`src/ptw_pkg.sv`:
```
// shared types, constants and helpers for the four-level page table walker
package ptw_pkg;

    // field widths
    localparam int unsigned PA_W    = 52;
    localparam int unsigned VA_W    = 64;
    localparam int unsigned SVA_W   = 48;
    localparam int unsigned ENTRY_W = 64;
    localparam int unsigned IDX_W   = 9;
    localparam int unsigned STAT_W  = 2;
    localparam int unsigned LVL_W   = 2;

    // stream packing widths, rounded up to whole bytes
    localparam int unsigned IN_DATA_W  = 184;
    localparam int unsigned OUT_DATA_W = 120;

    // action codes carried in the input tuser
    localparam logic ACT_START = 1'b0;
    localparam logic ACT_ENTRY = 1'b1;

    // result kinds carried in the output tuser
    localparam logic KIND_READ = 1'b0;
    localparam logic KIND_DONE = 1'b1;

    // result status codes
    localparam logic [STAT_W-1:0] ST_OK        = 2'd0;
    localparam logic [STAT_W-1:0] ST_NONCANON  = 2'd1;
    localparam logic [STAT_W-1:0] ST_FAULT     = 2'd2;
    localparam logic [STAT_W-1:0] ST_NOTPRESNT = 2'd3;

    // walk levels
    localparam logic [LVL_W-1:0] LVL_PML4 = 2'd0;
    localparam logic [LVL_W-1:0] LVL_PDPT = 2'd1;
    localparam logic [LVL_W-1:0] LVL_PD   = 2'd2;
    localparam logic [LVL_W-1:0] LVL_PT   = 2'd3;

    // entry bit positions
    localparam int unsigned PRESENT_BIT = 0;
    localparam int unsigned PS_BIT      = 7;

    // one input transaction
    typedef struct packed {
        logic                 action;
        logic [PA_W-1:0]      table_base;
        logic [VA_W-1:0]      virtual_address;
        logic [ENTRY_W-1:0]   entry_data;
        logic                 read_ok;
    } t_item;

    // one result transaction
    typedef struct packed {
        logic                 kind;
        logic [PA_W-1:0]      read_address;
        logic [ENTRY_W-1:0]   result_value;
        logic [STAT_W-1:0]    status;
    } t_result;

    // walk context kept between transactions
    typedef struct packed {
        logic                 busy;
        logic [LVL_W-1:0]     level;
        logic [SVA_W-1:0]     saved_address;
    } t_walk_state;

    // table index of the virtual address for a given level
    function automatic logic [IDX_W-1:0] level_index(input logic [SVA_W-1:0] va,
                                                     input logic [LVL_W-1:0] level);
        logic [IDX_W-1:0] idx;
        unique case (level)
            LVL_PML4: idx = va[47:39];
            LVL_PDPT: idx = va[38:30];
            LVL_PD:   idx = va[29:21];
            default:  idx = va[20:12];
        endcase
        return idx;
    endfunction

endpackage

```
`src/four_level_page_table_walker_core.sv`:
```
// top level of the four-level page table walker
//
// Input stream (s_axis): tuser is the action, 0 starts a translation from a
// table base and virtual address, 1 delivers a table entry read from memory
// together with its read status. Output stream (m_axis): tuser is the kind,
// 0 a read request for the 8-byte entry at read_address, 1 a finished
// translation with result_value and status. A start item always gives one
// result; an entry item gives one result while a walk is waiting and none
// otherwise.
// The input register loads when s_axis accepts a transaction, and the walk
// step fills the output register from it once that register is free; the
// output register drives m_axis. Throughput is one transaction per cycle
// while the receiver does not stall; the single combinational walk step
// between the two registers sets that figure.
// Reset clears both valid flags and the walk context, so no walk is pending.
// When the receiver stalls, the output register holds its result, the input
// register still takes one more transaction, and s_axis_tready then drops
// until the output frees up; entry items that give no result keep flowing.
module four_level_page_table_walker_core (
    input  logic                           i_clk,
    input  logic                           i_rst_n,
    input  logic                           s_axis_tvalid,
    output logic                           s_axis_tready,
    // table_base[51:0], virtual_address[115:52], entry_data[179:116],
    // read_ok[180], zero fill [183:181]
    input  logic [ptw_pkg::IN_DATA_W-1:0]  s_axis_tdata,
    // action[0]
    input  logic                           s_axis_tuser,
    output logic                           m_axis_tvalid,
    input  logic                           m_axis_tready,
    // read_address[51:0], result_value[115:52], status[117:116],
    // zero fill [119:118]
    output logic [ptw_pkg::OUT_DATA_W-1:0] m_axis_tdata,
    // kind[0]
    output logic                           m_axis_tuser
);
    import ptw_pkg::*;

    logic        r_in_valid;
    t_item       r_in;
    logic        r_out_valid;
    t_result     r_out;
    t_walk_state r_state;

    logic        has_result;
    t_result     step_result;
    t_walk_state step_state;
    logic        out_free;
    logic        step_fire;

    // walk step
    ptw_step u_step (
        .i_item       (r_in),
        .i_state      (r_state),
        .o_has_result (has_result),
        .o_result     (step_result),
        .o_state      (step_state)
    );

    // handshake control
    assign out_free      = !r_out_valid || m_axis_tready;
    assign step_fire     = r_in_valid && (out_free || !has_result);
    assign s_axis_tready = !r_in_valid || step_fire;

    // input register
    always_ff @(posedge i_clk) begin
        if (!i_rst_n) begin
            r_in_valid <= 1'b0;
        end else if (s_axis_tready) begin
            r_in_valid <= s_axis_tvalid;
        end
        if (s_axis_tvalid && s_axis_tready) begin
            r_in.action          <= s_axis_tuser;
            r_in.table_base      <= s_axis_tdata[51:0];
            r_in.virtual_address <= s_axis_tdata[115:52];
            r_in.entry_data      <= s_axis_tdata[179:116];
            r_in.read_ok         <= s_axis_tdata[180];
        end
    end

    // walk context
    always_ff @(posedge i_clk) begin
        if (!i_rst_n) begin
            r_state <= '0;
        end else if (step_fire) begin
            r_state <= step_state;
        end
    end

    // output register
    always_ff @(posedge i_clk) begin
        if (!i_rst_n) begin
            r_out_valid <= 1'b0;
        end else if (step_fire && has_result) begin
            r_out_valid <= 1'b1;
        end else if (m_axis_tready) begin
            r_out_valid <= 1'b0;
        end
        if (step_fire && has_result) begin
            r_out <= step_result;
        end
    end

    assign m_axis_tvalid = r_out_valid;
    assign m_axis_tuser  = r_out.kind;
    assign m_axis_tdata  = {2'b00, r_out.status, r_out.result_value, r_out.read_address};

endmodule

```
`src/ptw_step.sv`:
```
// single-pass walk step: next request or final translation from one transaction
module ptw_step (
    input  ptw_pkg::t_item       i_item,
    input  ptw_pkg::t_walk_state i_state,
    output logic                 o_has_result,
    output ptw_pkg::t_result     o_result,
    output ptw_pkg::t_walk_state o_state
);
    import ptw_pkg::*;

    logic                 canonical;
    logic [ENTRY_W-1:0]   entry;
    logic [PA_W-1:0]      next_table;
    logic [LVL_W-1:0]     req_level;
    logic [LVL_W-1:0]     req_idx_level;
    logic [SVA_W-1:0]     req_va;
    logic [PA_W-1:0]      req_base;
    logic [PA_W-1:0]      req_addr;

    assign entry      = i_item.entry_data;
    assign canonical  = (&i_item.virtual_address[63:47]) |
                        ~(|i_item.virtual_address[63:47]);
    assign next_table = {entry[51:12], 12'h000};

    // request operands: top-level table on a start, next table on an entry
    assign req_va        = (i_item.action == ACT_START) ?
                           i_item.virtual_address[SVA_W-1:0] : i_state.saved_address;
    assign req_base      = (i_item.action == ACT_START) ? i_item.table_base : next_table;
    assign req_idx_level = (i_item.action == ACT_START) ? LVL_PML4 :
                           i_state.level + 2'd1;

    // request address: table base plus 8 times the level index, wrapping in 52 bits
    assign req_addr = req_base + {{(PA_W-IDX_W-3){1'b0}},
                                  level_index(req_va, req_idx_level), 3'b000};

    always_comb begin
        o_has_result = 1'b0;
        o_result     = '0;
        o_state      = i_state;
        req_level    = LVL_PML4;

        if (i_item.action == ACT_START) begin
            o_has_result = 1'b1;
            if (!canonical) begin
                // non-canonical address, no walk starts
                o_state.busy    = 1'b0;
                o_state.level   = LVL_PML4;
                o_result.kind   = KIND_DONE;
                o_result.status = ST_NONCANON;
            end else begin
                // new walk, drops any walk in progress
                o_state.busy          = 1'b1;
                o_state.level         = LVL_PML4;
                o_state.saved_address = i_item.virtual_address[SVA_W-1:0];
                o_result.kind         = KIND_READ;
                o_result.read_address = req_addr;
            end
        end else if (i_state.busy) begin
            o_has_result    = 1'b1;
            o_result.kind   = KIND_DONE;
            o_state.busy    = 1'b0;
            o_state.level   = LVL_PML4;
            if (!i_item.read_ok || entry == '0) begin
                o_result.status = ST_FAULT;
            end else if (!entry[PRESENT_BIT] && i_state.level == LVL_PML4) begin
                o_result.status = ST_FAULT;
            end else if (!entry[PRESENT_BIT]) begin
                // lower entry not present, handed back raw
                o_result.status       = ST_NOTPRESNT;
                o_result.result_value = entry;
            end else begin
                unique case (i_state.level)
                    LVL_PML4: begin
                        req_level = LVL_PDPT;
                    end
                    LVL_PDPT: begin
                        if (entry[PS_BIT]) begin
                            // 1 GiB page
                            o_result.result_value = {12'h000, entry[51:30],
                                                     i_state.saved_address[29:0]};
                        end else begin
                            req_level = LVL_PD;
                        end
                    end
                    LVL_PD: begin
                        if (entry[PS_BIT]) begin
                            // 2 MiB page
                            o_result.result_value = {12'h000, entry[51:21],
                                                     i_state.saved_address[20:0]};
                        end else begin
                            req_level = LVL_PT;
                        end
                    end
                    default: begin
                        // 4 KiB page
                        o_result.result_value = {12'h000, entry[51:12],
                                                 i_state.saved_address[11:0]};
                    end
                endcase
                o_result.status = ST_OK;
                // next-level read request
                if (req_level != LVL_PML4) begin
                    o_state.busy          = 1'b1;
                    o_state.level         = req_level;
                    o_result.kind         = KIND_READ;
                    o_result.read_address = req_addr;
                    o_result.result_value = '0;
                end
            end
        end
    end

endmodule

```
`config.mk`:
```
export PLATFORM = sky130hd
export DESIGN_NAME = four_level_page_table_walker_core
export DESIGN_NICKNAME = d
export VERILOG_FILES = /design/src/ptw_pkg.sv /design/src/four_level_page_table_walker_core.sv /design/src/ptw_step.sv
export SDC_FILE = /design/constraint.sdc
export NUM_CORES = 1
export LEC_CHECK = 0
export BUFFER_PORTS_ARGS = -buffer_cell sky130_fd_sc_hd__buf_2
export CORE_UTILIZATION = 55
export DETAILED_ROUTE_END_ITERATION = 10
export PLACE_DENSITY = 0.79
export SLEW_MARGIN = 20
export SYNTH_ARGS = -nofsm -noshare
export SYNTH_HDL_FRONTEND = slang
export SYNTH_HIERARCHICAL = 1
export SYNTH_SLANG_ARGS = --single-unit
```
`constraint.sdc`:
```
create_clock -name i_clk -period 8.1 [get_ports i_clk]
set_input_delay 0.81 -clock i_clk [delete_from_list [all_inputs] [get_ports i_clk]]
set_output_delay 0.81 -clock i_clk [all_outputs]
set_load 0.05 [all_outputs]
```
### After elaboration in Yosys (flattened, before gate mapping)

Cells that the tools add are included.

| operators by class | value |
|---|---|
| muxes and demuxes | 39 |
| reduce and logical (&&, ||, !) cells | 24 |
| equality and inequality tests | 5 |
| add/sub/neg operators | 2 |
| bitwise gates (word level) | 5 |

Operators with widths:

| kind | count |
|---|---|
| $mux 117 | 3 |
| $mux 52 | 4 |
| $pmux 64 s3 | 1 |
| $mux 119 | 1 |
| $mux 53 | 2 |
| $mux 66 | 1 |
| $logic_not 64->1 | 1 |
| $add 52x12->52 | 1 |
| $mux 48 | 1 |
| $pmux 9 s3 | 1 |
| $mux 2 | 11 |
| $mux 3 | 7 |
| $reduce_and 17->1 | 1 |
| $reduce_or 17->1 | 1 |
| $mux 1 | 6 |
| $pmux 2 s3 | 1 |
| $reduce_or 6->1 | 1 |
| $logic_not 1->1 | 5 |
| $eq 2x1->1 const B | 2 |
| $eq 2x2->1 const B | 2 |
| $logic_and 1x1->1 | 4 |
| $logic_not 2->1 | 2 |
| $logic_or 1x1->1 | 4 |
| $not 1->1 | 4 |
| other kinds (7) | 8 |

| storage, ports and cells | value |
|---|---|
| output and inout port bits | 123 |
| input bits | 189 |
| flip-flop bits (word level) | 354 |

### Longest topological paths before layout

| depth | value |
|---|---|
| depth in word-level cells | 14 |
| mapped depth | 18 |
| depth with buffers taken out | 13 |

### Hierarchy

Netlist, hierarchy kept.

By module, submodules not included:

| module | cells each | seq. area each (µm²) | area each (µm²) | times used |
|---|---|---|---|---|
| four_level_page_table_walker_core | 537 | 10099.7 | 11247.0 | 1 |
| ptw_step | 631 | 0.0 | 4516.8 | 1 |

### Worst setup path after synthesis

No wires, ideal clock.

| timing | value |
|---|---|
| path kind | register to register |
| start | register r_in[181] (netlist name) |
| end | register r_in[0] (netlist name) (enable) |
| arrival | 6.324 ns |
| path buffers | 6 |
| clock period less this slack | 6.887 ns |
| library setup time | 0.563 ns |
| data required time | 7.537 ns |
| setup slack | 1.213 ns |
| stages on the path, launching flop included | 11 |
| cell sequence | edfxtp_1 buf_4 buf_4 buf_4 buf_2 buf_2 buf_2 nand2b_1 and2_1 nand2_1 and2_1 |

| on the way | value |
|---|---|
| longest elaborated chain between the ends | 6 |

Ends and longest elaborated chain:

| what | line | RTL |
|---|---|---|
| from (decl) | four_level_page_table_walker_core.sv:40 | `t_item r_in;` |
| $mux 1 | ptw_step.sv:42 | `if (i_item.action == ACT_START) begin` |
| net has_result | four_level_page_table_walker_core.sv:45 | `logic has_result;` |
| $logic_not 1->1 | four_level_page_table_walker_core.sv:62 | `assign step_fire = r_in_valid && (out_free \|\| !has_result);` |
| $logic_or 1x1->1 | four_level_page_table_walker_core.sv:62 |  |
| $logic_and 1x1->1 | four_level_page_table_walker_core.sv:62 |  |
| $logic_or 1x1->1 | four_level_page_table_walker_core.sv:63 | `assign s_axis_tready = !r_in_valid \|\| step_fire;` |
| net s_axis_tready | four_level_page_table_walker_core.sv:23 | `output logic s_axis_tready,` |
| $logic_and 1x1->1 | four_level_page_table_walker_core.sv:72 | `if (s_axis_tvalid && s_axis_tready) begin` |

The timed path passes the listed nets, and every way through them passes these cells.
A chain may end at the register's enable or synchronous reset.

==> flow_summary.toml <==
[grt]
grtUsageTotal_pct = 26.44
grt_pass1_vias = 10450
antenna_found_initial = 7
grt_pass1_wl_mm = 57.93
grt-ovfl-total = 0
grt_max_degree = 139

[sta]
fmax_mhz = 201.7
hold_violations = 0
relSlewSlack_pct = 22.98
rsz0062_at_grt = "no"
fin_skew_ns = 0.02242
holdWs_ns = 0.4430
finalCriticalPeriod_ns = 4.957
setup_violations = 0
finalCritPeriodShare_pct = 61.19
drv_slew = 0
worst_pin_slew_ns = 1.145
setup-tns-final_ns = 0

[cts]
clockBufferDepth = 3
clk_pin_slew_ns = 0.06
htree_levels = 2
clock_latency_ns = 0.54
post_cts_buffers = 0
cts_resized = 0
cts_hold_buf = 0
cts-root-buf = "clkbuf_16"
tritoncts = "built"
numCtsBuffers = 38
cts.sinks = 354

[run_status]
outcome = "complete, no violations"

[routing]
drc_errors = 0
ant_nets = 0
wirelength_mm = 39.26
dr_total_vias = 10850
via_per_inst = 5.772
drt_iter0_markers = 1144
routedWlPerCell_um = 20.89
firstDrtPassIters = 5

[cells_and_area]
multi_input_area_um2 = 5304
layout-drive-gt1-share_pct = 31.19
fin_nets = 1668
n_fill_cell = 2043
area_growth_pct = 19.22
regArea_um2 = 10100

[setup_path]
cp_cell_sequence = "inv_1 > ha_1 > mux4_2 > mux2_2 > ha_1 > and3_1 > o311a_1 > o221ai_2 > nor3_1 > and4_1 > nor3_1"
cp_max_fo = 13
critPathKind = "reg2reg"
worst_ep_arrival_time_ns = 5.21
worst_setup_path_end_kind = "register"
crit_buf_inv = 1
crit_slowest_cell = "dfxtp_1"
crit_family = "simple AND/OR/NAND/NOR gates"
slowest_delay_ns = 0.72
worstPathRequired_ns = 8.36
cp-start-kind = "register"

[floorplan]
die_y_um = 171.3
initial_core_util_pct = 56.28
dieArea_um2 = 29340
die_w_um = 171.3
rows = 61
io_pins = 312
core_area_um2 = 28010

[synthesis]
synth_edf_count = 301
postSynthAreaPerCell_um2 = 13.50
yosysTopAreaCell = "edfxtp_1"
ys_seq_area_share_pct = 64.07
async_reset_ff_share_pct = 0
synth_mux_area_share_pct = 10.90
netlist-cell-type-count = 73
synth_xor_area_share_pct = 1.667
synthSimpleGateAreaFrac_pct = 13.22
synthAdderAreaFrac_pct = 1.159
synth_area_leaders = "edfxtp_1 (57%), dfxtp_1 (6.7%), mux2i_1 (4.8%)"
synth-compound-area-share_pct = 6.366
ys_top_cells_by_count = "edfxtp_1 (301), nand2_1 (154), mux2i_1 (76), mux2_2 (67), dfxtp_1 (53)"
syn_inst = 1168
synth_ff_type = "edfxtp_1"
yosysMostFrequentCell = "edfxtp_1"
yosys_warnings = 6
synth_top_family_by_area = "simple AND/OR/NAND/NOR gates"
syn_area_um2 = 15760
synth_top_area_share_pct = 57.34
synth.ff_latch_count = 354

[power]
p_leak_uw = 0.007442
powerDensity_nw_per_um2 = 214.1
ir_drop_uv = 181.7

[placement]
place_hpwl_mm = 27.09
place.gp.congestion = 0.8796
numPortBuffers = 306

[min_path]
hold_class = "in2reg"

[job]
cap_violations = 0
-- final cells by class --
cell class / instances / area share [%]
Sequential cell: 354 / 53.74
Multi-Input combinational cell: 743 / 28.22
Timing Repair Buffer: 317 / 8.655
Clock buffer: 50 / 5.406
Tap cell: 378 / 2.517
Clock inverter: 19 / 1.145
Inverter: 11 / 0.2197
Antenna cell: 7 / 0.09321
-- report_power, final --
part	leakage [uW]	switching (uW)	internal [uW]
logic	0.00335	140	84.7
clock network	0.000601	698	1020
registers	0.00349	44.6	2040
-- layout by cell type, fill, tap and decap left out, types with 10 or more instances in the layout --
master	count
nand3b_1	10
a22oi_1	14
buf_4	10
buf_2	306
nor3_1	21
o21ai_0	24
and2_1	41
nor2_1	48
nand3_1	27
ha_1	13
clkbuf_1	10
clkbuf_16	38
and3_1	14
a21oi_1	18
nand4_1	19
xnor2_1	14
xor2_1	16
a22o_1	30
mux2_2	67
dfxtp_1	53
nor2b_1	17
edfxtp_1	301
mux2i_1	76
nand2_1	154
nor4_1	24
-- metrics by stage --
step	worst slack [ns]	utilization (%)	area (um2)	instances	power (uW)
5_1_grt	2.938	67.07	18790	1876	4147
4_1_cts	3.251	67.03	18780	1872	4048
3_5_place_dp	3.278	62.63	17540	1803	2344
2_1_floorplan	1.213	-	15770	1169	2258
6_report	3.143	67.09	18790	1879	4024
3_3_place_gp	3.337	62.63	17540	1803	2339
-- registers in the layout, indices dropped and copies added, names as in the netlist --
register / flops
m_axis_tdata: 118
m_axis_tuser: 1
m_axis_tvalid: 1
r_in: 182
r_in_valid: 1
r_state: 51
-- metal layers --
metal  wire [um]  global-route usage [%]
met3        3583                   5.960
met5           0                       0
met1       15480                   33.70
met4        1407                   11.10
met2       18790                   43.60
-- cell families (layout without fill, tap and decap cells) --
family,after synthesis,in the layout
simple gates,408,408
flops,354,354
mux,152,152
compound gates,137,137
buf+inv,72,397
xor+xnor,30,30
fa+ha+maj,14,14
other cells,1,9
-- path summary, 6_finish.rpt --
kind / startpoint / end / slack, ns / cells past startpoint
worst max-delay path: r_state[48]$_SDFFE_PN0P_ / m_axis_tdata[45]$_DFFE_PP_ / 3.14 / 11
worst min-delay path: s_axis_tdata[63] / r_in[76]$_DFFE_PP_ / 0.44 / 1
worst max register to register: r_state[48]$_SDFFE_PN0P_ / m_axis_tdata[45]$_DFFE_PP_ / 3.14 / 11
worst min register to register: r_state[40]$_SDFFE_PN0P_ / r_state[40]$_SDFFE_PN0P_ / 0.47 / 2
Power figures use the tool's default switching activity.
